**src/rtl/core/lpd_pkg.sv**
```systemverilog
`default_nettype none

package lpd_pkg;

  localparam int SAMPLE_BITS   = 10;
  localparam int FRACTION_BITS = 8;
  localparam int SENSORS       = 5;
  localparam int THRESH_W      = 10;
  localparam int GAIN_W        = 16;
  localparam int DUTY_BITS     = 7;
  localparam int ILIM_BITS     = 6;
  localparam int CFG_DATA_W    = 16;
  localparam int CFG_IDX_W     = 3;
  localparam int LOST_MAG      = 30;

  localparam int SUM_W   = SAMPLE_BITS + 3;
  localparam int WSUM_W  = SAMPLE_BITS + 3;
  localparam int WMAG_W  = SAMPLE_BITS + 2;
  localparam int NUM_W   = WMAG_W + 4 + FRACTION_BITS;
  localparam int QUO_W   = FRACTION_BITS + 5;
  localparam int ERR_W   = QUO_W + 1;
  localparam int INT_W   = ILIM_BITS + FRACTION_BITS + 1;
  localparam int ISUM_W  = INT_W + 1;
  localparam int DIFF_W  = ERR_W + 1;
  localparam int OPND_W  = FRACTION_BITS + 9;
  localparam int ACC_W   = OPND_W;
  localparam int CORR_W  = ACC_W + GAIN_W;
  localparam int DUTY_W  = CORR_W + 1;
  localparam int CMP_W   = (SAMPLE_BITS > THRESH_W) ? SAMPLE_BITS : THRESH_W;
  localparam int ITER_MAX = (GAIN_W > QUO_W) ? GAIN_W : QUO_W;
  localparam int CNT_W   = $clog2(ITER_MAX);
  localparam int LOST_ERR = LOST_MAG * (1 << FRACTION_BITS);

  localparam logic [GAIN_W-1:0]    KP_RESET     = GAIN_W'(8960);
  localparam logic [GAIN_W-1:0]    KI_RESET     = GAIN_W'(3);
  localparam logic [GAIN_W-1:0]    KD_RESET     = GAIN_W'(15360);
  localparam logic [THRESH_W-1:0]  THRESH_RESET = THRESH_W'(500);
  localparam logic [DUTY_BITS-1:0] BASE_RESET   = DUTY_BITS'(80);
  localparam logic [DUTY_BITS-1:0] MIN_RESET    = DUTY_BITS'(50);
  localparam logic [DUTY_BITS-1:0] MAX_RESET    = DUTY_BITS'(85);
  localparam logic [ILIM_BITS-1:0] ILIM_RESET   = ILIM_BITS'(30);

  typedef logic [SAMPLE_BITS-1:0]  sample_t;
  typedef logic [DUTY_BITS-1:0]    duty_t;
  typedef logic signed [ERR_W-1:0] err_t;

  typedef enum logic [CFG_IDX_W-1:0] {
    CFG_KP,
    CFG_KI,
    CFG_KD,
    CFG_THRESH,
    CFG_BASE,
    CFG_MIN,
    CFG_MAX,
    CFG_ILIM
  } cfg_reg_e;

  typedef enum logic [2:0] {
    ST_IDLE,
    ST_DIV,
    ST_PREP,
    ST_MUL,
    ST_FIN
  } state_e;

endpackage

`default_nettype wire

```
**src/rtl/core/lpd_intf.sv**
```systemverilog
`default_nettype none

interface lpd_sample_if;
  import lpd_pkg::*;
  logic    valid;
  logic    ready;
  sample_t sample_far_left;
  sample_t sample_near_left;
  sample_t sample_center;
  sample_t sample_near_right;
  sample_t sample_far_right;
  modport source (output valid, sample_far_left, sample_near_left, sample_center,
                  sample_near_right, sample_far_right, input ready);
  modport sink (input valid, sample_far_left, sample_near_left, sample_center,
                sample_near_right, sample_far_right, output ready);
endinterface

interface lpd_cfg_if;
  import lpd_pkg::*;
  logic                  valid;
  logic                  ready;
  cfg_reg_e              index;
  logic [CFG_DATA_W-1:0] data;
  modport source (output valid, index, data, input ready);
  modport sink (input valid, index, data, output ready);
endinterface

interface lpd_result_if;
  import lpd_pkg::*;
  logic  valid;
  logic  ready;
  duty_t left_motor_duty;
  duty_t right_motor_duty;
  err_t  scaled_line_error;
  logic  line_lost;
  modport source (output valid, left_motor_duty, right_motor_duty, scaled_line_error,
                  line_lost, input ready);
  modport sink (input valid, left_motor_duty, right_motor_duty, scaled_line_error,
                line_lost, output ready);
endinterface

`default_nettype wire

```
**src/rtl/core/line_position_pid_drive_unit.sv**
```systemverilog
// Channel    Dir  Transfer
// sample_i   in   five line-sensor samples
// cfg_i      in   register index and write data, always ready
// result_o   out  left/right motor duty, scaled line error, line-lost flag
//
// An item is accepted in idle, then runs the restoring divider (one quotient bit a
// cycle), a setup state, the serial PID multiply (one gain bit a cycle) and a finish
// state. Line-lost items skip the divider. The finish state loads the result into the
// output register, which drives result valid.
// Reset loads the register defaults and clears last error and integral.
// A stalled result sits in the output register; the next item runs meanwhile and
// waits in its finish cycle until the output register is free.
`default_nettype none

module line_position_pid_drive_unit (
  input  logic  clk_i,
  input  logic  rst_ni,
  lpd_sample_if.sink   sample_i,
  lpd_cfg_if.sink      cfg_i,
  lpd_result_if.source result_o
);
  import lpd_pkg::*;

  state_e state_q, state_d;
  logic [CNT_W-1:0] cnt_q;

  logic [GAIN_W-1:0]    kp_q, ki_q, kd_q;
  logic [THRESH_W-1:0]  thresh_q;
  logic [DUTY_BITS-1:0] base_q, min_q, max_q;
  logic [ILIM_BITS-1:0] ilim_q;

  logic                     lost_q, neg_q;
  logic [SUM_W-1:0]         den_q, rem_q;
  logic [QUO_W-1:0]         quo_q;
  logic signed [ERR_W-1:0]  last_err_q;
  logic signed [INT_W-1:0]  integ_q;
  logic signed [DIFF_W-1:0] diff_q;
  logic [GAIN_W-1:0]        kp_sr_q, ki_sr_q, kd_sr_q;
  logic signed [ACC_W-1:0]  acc_q;
  logic [GAIN_W-1:0]        lo_q;

  logic                 out_valid_q;
  duty_t                out_left_q, out_right_q;
  err_t                 out_err_q;
  logic                 out_lost_q;

  // input decode
  sample_t                  smp [SENSORS];
  logic                     seen;
  logic [SUM_W-1:0]         sum;
  logic signed [SAMPLE_BITS:0] far_diff, near_diff;
  logic signed [WSUM_W-1:0] wsum;
  logic [WMAG_W-1:0]        wmag;
  logic [NUM_W-1:0]         num;

  assign smp[0] = sample_i.sample_far_left;
  assign smp[1] = sample_i.sample_near_left;
  assign smp[2] = sample_i.sample_center;
  assign smp[3] = sample_i.sample_near_right;
  assign smp[4] = sample_i.sample_far_right;

  always_comb begin
    seen = 1'b0;
    for (int k = 0; k < SENSORS; k++) begin
      seen = seen | (CMP_W'(smp[k]) > CMP_W'(thresh_q));
    end
  end

  assign sum = SUM_W'(smp[0]) + SUM_W'(smp[1]) + SUM_W'(smp[2]) + SUM_W'(smp[3])
             + SUM_W'(smp[4]);
  assign far_diff  = $signed({1'b0, smp[0]}) - $signed({1'b0, smp[4]});
  assign near_diff = $signed({1'b0, smp[1]}) - $signed({1'b0, smp[3]});
  assign wsum = (WSUM_W'(far_diff) <<< 1) + WSUM_W'(far_diff) + WSUM_W'(near_diff);
  assign wmag = wsum[WSUM_W-1] ? WMAG_W'(-wsum) : WMAG_W'(wsum);
  // times ten (8 + 2), then to fixed point
  assign num = ((NUM_W'(wmag) << 3) + (NUM_W'(wmag) << 1)) << FRACTION_BITS;

  // divider step
  logic [SUM_W:0]   rem_sh;
  logic             q_bit;
  logic [SUM_W-1:0] rem_nx;
  assign rem_sh = {rem_q, quo_q[QUO_W-1]};
  assign q_bit  = rem_sh >= {1'b0, den_q};
  assign rem_nx = q_bit ? SUM_W'(rem_sh - {1'b0, den_q}) : rem_sh[SUM_W-1:0];

  // error, integral, derivative
  logic signed [ERR_W-1:0]  quo_s, err_w;
  logic signed [ISUM_W-1:0] isum, lim_pos, lim_neg;
  logic signed [INT_W-1:0]  integ_w;
  logic signed [DIFF_W-1:0] diff_w;

  assign quo_s = $signed({1'b0, quo_q});
  always_comb begin
    if (lost_q) begin
      err_w = (last_err_q > 0) ? ERR_W'(LOST_ERR) : ERR_W'(-LOST_ERR);
    end else begin
      err_w = neg_q ? -quo_s : quo_s;
    end
  end

  assign isum    = ISUM_W'(integ_q) + ISUM_W'(err_w);
  assign lim_pos = $signed(ISUM_W'({ilim_q, {FRACTION_BITS{1'b0}}}));
  assign lim_neg = -lim_pos;
  always_comb begin
    priority if (isum > lim_pos) begin
      integ_w = INT_W'(lim_pos);
    end else if (isum < lim_neg) begin
      integ_w = INT_W'(lim_neg);
    end else begin
      integ_w = INT_W'(isum);
    end
  end
  assign diff_w = DIFF_W'(err_w) - DIFF_W'(last_err_q);

  // serial multiply-accumulate over gain bits
  logic signed [OPND_W-1:0] term_p, term_i, term_d, addend;
  logic signed [ACC_W:0]    acc_sum;
  assign term_p  = kp_sr_q[0] ? OPND_W'(last_err_q) : OPND_W'(0);
  assign term_i  = ki_sr_q[0] ? OPND_W'(integ_q)    : OPND_W'(0);
  assign term_d  = kd_sr_q[0] ? OPND_W'(diff_q)     : OPND_W'(0);
  assign addend  = term_p + term_i + term_d;
  assign acc_sum = (ACC_W+1)'(acc_q) + (ACC_W+1)'(addend);

  // duty clamp
  logic signed [CORR_W-1:0] corr;
  logic signed [DUTY_W-1:0] base_x, left_x, right_x, hi_x, lo_x;
  assign corr    = $signed({acc_q, lo_q});
  assign base_x  = $signed(DUTY_W'({base_q, {(2*FRACTION_BITS){1'b0}}}));
  assign hi_x    = $signed(DUTY_W'({max_q, {(2*FRACTION_BITS){1'b0}}}));
  assign lo_x    = $signed(DUTY_W'({min_q, {(2*FRACTION_BITS){1'b0}}}));
  assign left_x  = base_x - DUTY_W'(corr);
  assign right_x = base_x + DUTY_W'(corr);

  function automatic duty_t duty_of(input logic signed [DUTY_W-1:0] x,
                                    input logic signed [DUTY_W-1:0] hi,
                                    input logic signed [DUTY_W-1:0] lo);
    logic signed [DUTY_W-1:0] y;
    priority if (x > hi) begin
      y = hi;
    end else if (x < lo) begin
      y = lo;
    end else begin
      y = x;
    end
    return y[2*FRACTION_BITS +: DUTY_BITS];
  endfunction

  // control
  logic fin_load;
  assign fin_load = (state_q == ST_FIN) && (!out_valid_q || result_o.ready);

  always_comb begin
    state_d = state_q;
    unique case (state_q)
      ST_IDLE: begin
        if (sample_i.valid) state_d = seen ? ST_DIV : ST_PREP;
      end
      ST_DIV: begin
        if (cnt_q == CNT_W'(QUO_W-1)) state_d = ST_PREP;
      end
      ST_PREP: begin
        state_d = ST_MUL;
      end
      ST_MUL: begin
        if (cnt_q == CNT_W'(GAIN_W-1)) state_d = ST_FIN;
      end
      ST_FIN: begin
        if (!out_valid_q || result_o.ready) state_d = ST_IDLE;
      end
      default: begin
        state_d = ST_IDLE;
      end
    endcase
  end

  always_ff @(posedge clk_i or negedge rst_ni) begin
    if (!rst_ni) begin
      state_q <= ST_IDLE;
    end else begin
      state_q <= state_d;
    end
  end

  always_ff @(posedge clk_i or negedge rst_ni) begin
    if (!rst_ni) begin
      cnt_q <= '0;
    end else if (state_q == ST_DIV || state_q == ST_MUL) begin
      cnt_q <= cnt_q + CNT_W'(1);
    end else begin
      cnt_q <= '0;
    end
  end

  assign cfg_i.ready = 1'b1;

  always_ff @(posedge clk_i or negedge rst_ni) begin
    if (!rst_ni) begin
      kp_q     <= KP_RESET;
      ki_q     <= KI_RESET;
      kd_q     <= KD_RESET;
      thresh_q <= THRESH_RESET;
      base_q   <= BASE_RESET;
      min_q    <= MIN_RESET;
      max_q    <= MAX_RESET;
      ilim_q   <= ILIM_RESET;
    end else if (cfg_i.valid) begin
      unique case (cfg_i.index)
        CFG_KP:     kp_q     <= cfg_i.data[GAIN_W-1:0];
        CFG_KI:     ki_q     <= cfg_i.data[GAIN_W-1:0];
        CFG_KD:     kd_q     <= cfg_i.data[GAIN_W-1:0];
        CFG_THRESH: thresh_q <= cfg_i.data[THRESH_W-1:0];
        CFG_BASE:   base_q   <= cfg_i.data[DUTY_BITS-1:0];
        CFG_MIN:    min_q    <= cfg_i.data[DUTY_BITS-1:0];
        CFG_MAX:    max_q    <= cfg_i.data[DUTY_BITS-1:0];
        CFG_ILIM:   ilim_q   <= cfg_i.data[ILIM_BITS-1:0];
      endcase
    end
  end

  // loop state
  always_ff @(posedge clk_i or negedge rst_ni) begin
    if (!rst_ni) begin
      last_err_q <= '0;
      integ_q    <= '0;
    end else if (state_q == ST_PREP) begin
      last_err_q <= err_w;
      integ_q    <= integ_w;
    end
  end

  // datapath
  always_ff @(posedge clk_i) begin
    unique case (state_q)
      ST_IDLE: begin
        lost_q <= !seen;
        neg_q  <= wsum[WSUM_W-1];
        den_q  <= sum;
        rem_q  <= SUM_W'(num[NUM_W-1:QUO_W]);
        quo_q  <= num[QUO_W-1:0];
      end
      ST_DIV: begin
        rem_q <= rem_nx;
        quo_q <= {quo_q[QUO_W-2:0], q_bit};
      end
      ST_PREP: begin
        diff_q  <= diff_w;
        kp_sr_q <= kp_q;
        ki_sr_q <= ki_q;
        kd_sr_q <= kd_q;
        acc_q   <= '0;
        lo_q    <= '0;
      end
      ST_MUL: begin
        acc_q   <= acc_sum[ACC_W:1];
        lo_q    <= {acc_sum[0], lo_q[GAIN_W-1:1]};
        kp_sr_q <= kp_sr_q >> 1;
        ki_sr_q <= ki_sr_q >> 1;
        kd_sr_q <= kd_sr_q >> 1;
      end
      default: begin
      end
    endcase
  end

  assign sample_i.ready = (state_q == ST_IDLE);

  // output register
  always_ff @(posedge clk_i or negedge rst_ni) begin
    if (!rst_ni) begin
      out_valid_q <= 1'b0;
    end else begin
      out_valid_q <= (out_valid_q && !result_o.ready) || fin_load;
    end
  end

  always_ff @(posedge clk_i) begin
    if (fin_load) begin
      out_left_q  <= duty_of(left_x, hi_x, lo_x);
      out_right_q <= duty_of(right_x, hi_x, lo_x);
      out_err_q   <= last_err_q;
      out_lost_q  <= lost_q;
    end
  end

  assign result_o.valid             = out_valid_q;
  assign result_o.left_motor_duty   = out_left_q;
  assign result_o.right_motor_duty  = out_right_q;
  assign result_o.scaled_line_error = out_err_q;
  assign result_o.line_lost         = out_lost_q;

  a_accept_starts: assert property (@(posedge clk_i) disable iff (!rst_ni)
    (state_q == ST_IDLE && sample_i.valid) |=> (state_q == ST_DIV || state_q == ST_PREP))
    else $error("accepted item did not start");

  a_div_rem: assert property (@(posedge clk_i) disable iff (!rst_ni)
    (state_q == ST_DIV) |-> (rem_q < den_q))
    else $error("divider remainder not below divisor");

  a_out_from_fin: assert property (@(posedge clk_i) disable iff (!rst_ni)
    $rose(out_valid_q) |-> ($past(state_q) == ST_FIN))
    else $error("result valid without finish");

  a_integ_bound: assert property (@(posedge clk_i) disable iff (!rst_ni)
    (state_q == ST_MUL) |-> (ISUM_W'(integ_q) <= lim_pos && ISUM_W'(integ_q) >= lim_neg))
    else $error("integral outside limit");

  a_err_bound: assert property (@(posedge clk_i) disable iff (!rst_ni)
    (last_err_q <= ERR_W'(LOST_ERR)) && (last_err_q >= ERR_W'(-LOST_ERR)))
    else $error("line error out of range");

endmodule

`default_nettype wire

```
**src/flat_wrapper.sv**
```systemverilog
// flat-port wrapper written by rule: the top's interface ports become plain ports
module line_position_pid_drive_unit_flat import lpd_pkg::*;
  (clk_i, rst_ni, sample_i_valid, sample_i_sample_far_left, sample_i_sample_near_left, sample_i_sample_center, sample_i_sample_near_right, sample_i_sample_far_right, sample_i_ready, cfg_i_valid, cfg_i_index, cfg_i_data, cfg_i_ready, result_o_valid, result_o_left_motor_duty, result_o_right_motor_duty, result_o_scaled_line_error, result_o_line_lost, result_o_ready);
  lpd_sample_if sample_i_i ();
  lpd_cfg_if cfg_i_i ();
  lpd_result_if result_o_i ();
  input  logic clk_i;
  input  logic rst_ni;
  input wire logic [$bits(sample_i_i.valid)-1:0] sample_i_valid;
  input wire logic [$bits(sample_i_i.sample_far_left)-1:0] sample_i_sample_far_left;
  input wire logic [$bits(sample_i_i.sample_near_left)-1:0] sample_i_sample_near_left;
  input wire logic [$bits(sample_i_i.sample_center)-1:0] sample_i_sample_center;
  input wire logic [$bits(sample_i_i.sample_near_right)-1:0] sample_i_sample_near_right;
  input wire logic [$bits(sample_i_i.sample_far_right)-1:0] sample_i_sample_far_right;
  output wire logic [$bits(sample_i_i.ready)-1:0] sample_i_ready;
  input wire logic [$bits(cfg_i_i.valid)-1:0] cfg_i_valid;
  input wire logic [$bits(cfg_i_i.index)-1:0] cfg_i_index;
  input wire logic [$bits(cfg_i_i.data)-1:0] cfg_i_data;
  output wire logic [$bits(cfg_i_i.ready)-1:0] cfg_i_ready;
  output wire logic [$bits(result_o_i.valid)-1:0] result_o_valid;
  output wire logic [$bits(result_o_i.left_motor_duty)-1:0] result_o_left_motor_duty;
  output wire logic [$bits(result_o_i.right_motor_duty)-1:0] result_o_right_motor_duty;
  output wire logic [$bits(result_o_i.scaled_line_error)-1:0] result_o_scaled_line_error;
  output wire logic [$bits(result_o_i.line_lost)-1:0] result_o_line_lost;
  input wire logic [$bits(result_o_i.ready)-1:0] result_o_ready;
  assign sample_i_i.valid = sample_i_valid;
  assign sample_i_i.sample_far_left = sample_i_sample_far_left;
  assign sample_i_i.sample_near_left = sample_i_sample_near_left;
  assign sample_i_i.sample_center = sample_i_sample_center;
  assign sample_i_i.sample_near_right = sample_i_sample_near_right;
  assign sample_i_i.sample_far_right = sample_i_sample_far_right;
  assign sample_i_ready = sample_i_i.ready;
  assign cfg_i_i.valid = cfg_i_valid;
  assign cfg_i_i.index = cfg_i_index;
  assign cfg_i_i.data = cfg_i_data;
  assign cfg_i_ready = cfg_i_i.ready;
  assign result_o_valid = result_o_i.valid;
  assign result_o_left_motor_duty = result_o_i.left_motor_duty;
  assign result_o_right_motor_duty = result_o_i.right_motor_duty;
  assign result_o_scaled_line_error = result_o_i.scaled_line_error;
  assign result_o_line_lost = result_o_i.line_lost;
  assign result_o_i.ready = result_o_ready;
  line_position_pid_drive_unit u_core (.clk_i(clk_i), .rst_ni(rst_ni), .sample_i(sample_i_i), .cfg_i(cfg_i_i), .result_o(result_o_i));
endmodule
```
**config.mk**
```make
export PLATFORM = sky130hd
export DESIGN_NAME = line_position_pid_drive_unit_flat
export DESIGN_NICKNAME = d
export VERILOG_FILES = /design/src/rtl/core/lpd_pkg.sv /design/src/rtl/core/lpd_intf.sv /design/src/rtl/core/line_position_pid_drive_unit.sv /design/src/flat_wrapper.sv
export SDC_FILE = /design/constraint.sdc
export NUM_CORES = 1
export LEC_CHECK = 0
export BUFFER_PORTS_ARGS = -buffer_cell sky130_fd_sc_hd__clkbuf_2
export CORE_UTILIZATION = 50
export CTS_BUF_LIST = sky130_fd_sc_hd__clkbuf_4 sky130_fd_sc_hd__clkbuf_8 sky130_fd_sc_hd__clkbuf_16
export DETAILED_ROUTE_END_ITERATION = 16
export GPL_TIMING_DRIVEN = 0
export PLACE_DENSITY = 0.77
export SETUP_SLACK_MARGIN = 0.4
export SLEW_MARGIN = 20
export SYNTH_ARGS = -nofsm -noshare
export SYNTH_HDL_FRONTEND = slang
export SYNTH_SLANG_ARGS = --single-unit
```
**constraint.sdc**
```tcl
create_clock -name clk_i -period 9.2 [get_ports clk_i]
set_clock_uncertainty 0.15 [all_clocks]
set_input_delay 1.38 -clock clk_i [delete_from_list [all_inputs] [get_ports clk_i]]
set_output_delay 1.38 -clock clk_i [all_outputs]
set_load 0.03 [all_outputs]
```
==> flow_metrics.env <==
export IMPL_outcome="finished, final reports clean"
export IMPL_slew_viol_final=0
export IMPL_setup_viol=0
export IMPL_cts_tree="done"
export IMPL_grt_overflow=0
export IMPL_fmax_mhz=121.8
export IMPL_synthSimpleGateAreaFrac_pct=11.76
export IMPL_yosys_top_cells_area="edfxtp_1 (23%), ha_1 (14%), dfrtp_1 (11%)"
export IMPL_fin_crit_sh_pct=89.22
export IMPL_synth_compound_area_share_pct=12.92
export IMPL_ctsHoldBuffers=0
export IMPL_die_area_um2=44290
export IMPL_synth_top_area_share_pct=22.94
export IMPL_drc=0
export IMPL_hold_violations=0
export IMPL_yosys_register_bits=288
export IMPL_track_usage_pct=23.31
export IMPL_startpoint_type="primary input"
export IMPL_ys_seq_area_share_pct=37.16
export IMPL_die_x_um=210.5
export IMPL_cts_made_buffers=31
export IMPL_synth_top_family_by_area="adder cells"
export IMPL_path_class="in -> reg"
export IMPL_core_um2=42980
export IMPL_max_cap_violations=0
export IMPL_grt_antenna_before_repair=0
export IMPL_async_flop_share_pct=42.36
export IMPL_clk_latency_ps=590
export IMPL_num_fill_cells=3714
export IMPL_start_util_pct=50.55
export IMPL_max_stage_delay_ps=560
export IMPL_worstHoldPathType="reg -> reg"
export IMPL_muxShareOfSynthArea_pct=8.132
export IMPL_multi_input_area_um2=12600
export IMPL_yosys_most_used_dff="edfxtp_1"
export IMPL_cts_resized_gates=0
export IMPL_synth_xor_xnor_area_share_pct=5.644
export IMPL_tightest_slew_ps=1022
export IMPL_ant_nets=0
export IMPL_clk_pin_slew_ps=60
export IMPL_routed_via_density=5.644
export IMPL_path_max_fanout=9
export IMPL_yosysTopAreaCell="edfxtp_1"
export IMPL_synth_edf_count=166
export IMPL_synth_fp_nets=2485
export IMPL_netlist_area_um2=21730
export IMPL_endpoint_kind="flop"
export IMPL_rows=76
export IMPL_clock_sinks=288
export IMPL_ys_warnings_count=0
export IMPL_postCtsSetupBuffers=0
export IMPL_routabilityCongestion=0.9334
export IMPL_grt_pass1_vias=16250
export IMPL_drt_total_wl_mm=51.01
export IMPL_rsz0062_at_grt="no"
export IMPL_syn_avg_cell_area_um2=10.31
export IMPL_layout_min_cycle_time_ps=8208
export IMPL_nets=2624
export IMPL_yosysMostFrequentCell="ha_1"
export IMPL_seq_area_um2=8073
export IMPL_crit_path_frequent_cell="a21o_1"
export IMPL_synthAdderAreaFrac_pct=19.38
export IMPL_wl_per_cell_um=17.86
export IMPL_drive_above_1_share_pct=16.77
export IMPL_dr_total_vias=16130
export IMPL_ys_types=87
export IMPL_cts_buffer_depth=3
export IMPL_drtIter0Drc=828
export IMPL_ys_top_cells_by_count="ha_1 (247), inv_1 (237), edfxtp_1 (166)"
export IMPL_grt_max_degree=69
export IMPL_hpwl_mm=40.01
export IMPL_cp_slowest_cell="o21ai_0"
export IMPL_areaGrowthSynthToFinish_pct=11.02
export IMPL_root_buffer="clkbuf_16"
export IMPL_h_tree_depth=1
export IMPL_relSlewSlack_pct=30.77
export IMPL_antenna_cells=0
export IMPL_r2r_slack_ps=2990
export IMPL_die_h_um=210.5
export IMPL_cp_required_ps=9370
export IMPL_grt_pass1_wl_mm=82.78
export IMPL_port_buffers=102
export IMPL_firstDrtPassIters=5
export IMPL_io_pins=106
export IMPL_synthesis_instances=2108
export IMPL_fin_setup_tns_ps=0
export IMPL_cp_arrival_ps=8380
[worst paths after layout]
path | depth (start not counted) | endpoint | start
min in group asynchronous | 1 | u_core.min_q[3]$_DFFE_PN0P_ | rst_ni
hold reg to reg | 0 | u_core.result_o.scaled_line_error[6]$_DFFE_PP_ | u_core.last_err_q[6]$_DFFE_PN0P_
setup / recovery | 32 | u_core.rem_q[7]$_DFFE_PP_ | sample_i_sample_far_right[1]
setup reg to reg | 24 | u_core.integ_q[11]$_DFFE_PN0P_ | u_core.quo_q[0]$_SDFFCE_PN0P_
hold / removal | 0 | u_core.result_o.scaled_line_error[6]$_DFFE_PP_ | u_core.last_err_q[6]$_DFFE_PN0P_
max in group asynchronous | 2 | u_core.kd_q[10]$_DFFE_PN1P_ | rst_ni
[metrics by stage]
| step | instances | hold slack [ps] | util [%] | instance area (µm²) | worst slack, ps |
|---|---|---|---|---|---|
| after global routing | 2857 | 358.3 | 56.12 | 24120 | 712.7 |
| after CTS | 2857 | 338.1 | 56.08 | 24100 | 1078 |
| after global placement | 2795 | 319.5 | 53.44 | 22970 | 709.2 |
| after floorplan | 2108 | 296.4 | - | 21730 | 1539 |
| final | 2857 | 335.2 | 56.12 | 24120 | 992.1 |
| after detailed placement | 2799 | 324.6 | 53.69 | 23080 | 475.8 |
[cells in the final DEF (no fill, tap or decap), types with 9 or more instances in the layout]
| cell | instances |
|---|---|
| a21boi_0 | 9 |
| o31ai_1 | 12 |
| a21o_1 | 55 |
| nand2_1 | 137 |
| fa_1 | 56 |
| clkbuf_2 | 102 |
| and2_1 | 14 |
| edfxtp_1 | 166 |
| clkbuf_4 | 9 |
| xor2_1 | 47 |
| inv_1 | 237 |
| ha_1 | 247 |
| dfstp_2 | 28 |
| o21ai_1 | 10 |
| a211oi_1 | 15 |
| o21a_1 | 25 |
| o21bai_1 | 20 |
| o21ai_0 | 70 |
| a31oi_1 | 13 |
| a2111oi_0 | 9 |
| a21oi_1 | 119 |
| nand2b_1 | 23 |
| nor3_1 | 38 |
| dfrtp_1 | 94 |
| nor2b_1 | 23 |
| and3_1 | 32 |
| or2_2 | 10 |
| mux2i_1 | 19 |
| xnor2_1 | 83 |
| mux2_2 | 140 |
| nor2_1 | 145 |
| nor4_1 | 15 |
| nand4_1 | 23 |
| clkbuf_1 | 34 |
| nand3_1 | 24 |
| clkbuf_16 | 32 |
[routing by layer]
| layer | global-route usage, % | vias up | part of all wire (%) |
|---|---|---|---|
| met4 | 7.021 | 0 | 2.7 |
| met5 | 0 | - | 0 |
| met1 | 30.54 | 7898 | 44 |
| li1 | - | 7772 | - |
| met3 | 2.756 | 80 | 4.2 |
| met2 | 40.41 | 376 | 49 |
[kinds of logic (layout without fill, tap and decap cells)]
logic type,count (synthesis),in the layout
buffers and inverters,281,445
adder cells (fa/ha/maj),303,303
XOR/XNOR,134,134
flip-flops,288,288
AND/OR/NAND/NOR,523,523
multiplexers,159,159
other,1,1
AO/OA/AOI/OAI,419,419
[sequential cells by signal (all words and copies together), names as in the netlist, 10 cells and up]
signal                             cells
u_core.acc_q                          17
u_core.kd_q                           16
u_core.kd_sr_q                        16
u_core.ki_q                           16
u_core.ki_sr_q                        16
u_core.kp_q                           16
u_core.kp_sr_q                        16
u_core.lo_q                           16
u_core.diff_q                         15
u_core.integ_q                        15
u_core.last_err_q                     14
u_core.result_o.scaled_line_error     14
u_core.den_q                          13
u_core.quo_q                          13
u_core.rem_q                          13
u_core.thresh_q                       10
[layout make-up]
type / count / share of cell area [%]
inverter: 238 / 3.709
buffer: 43 / 0.7988
tap: 585 / 3.035
clock inverter: 13 / 0.4046
timing repair buffer: 106 / 2.495
multi-input combinational: 1539 / 52.24
clock buffer: 45 / 3.854
sequential: 288 / 33.47
[worst max-delay path: cells and delay by family]
| kind | cells | cell delay, ps |
|---|---|---|
| compound gates | 19 | 3940 |
| simple gates | 2 | 160 |
| fa+ha+maj | 4 | 1540 |
| buf+inv | 4 | 570 |
| xor+xnor | 3 | 780 |
Power is left out: the tool's default activity adds up to more than one toggle a clock period on the data nets, which glitch-free logic cannot reach.
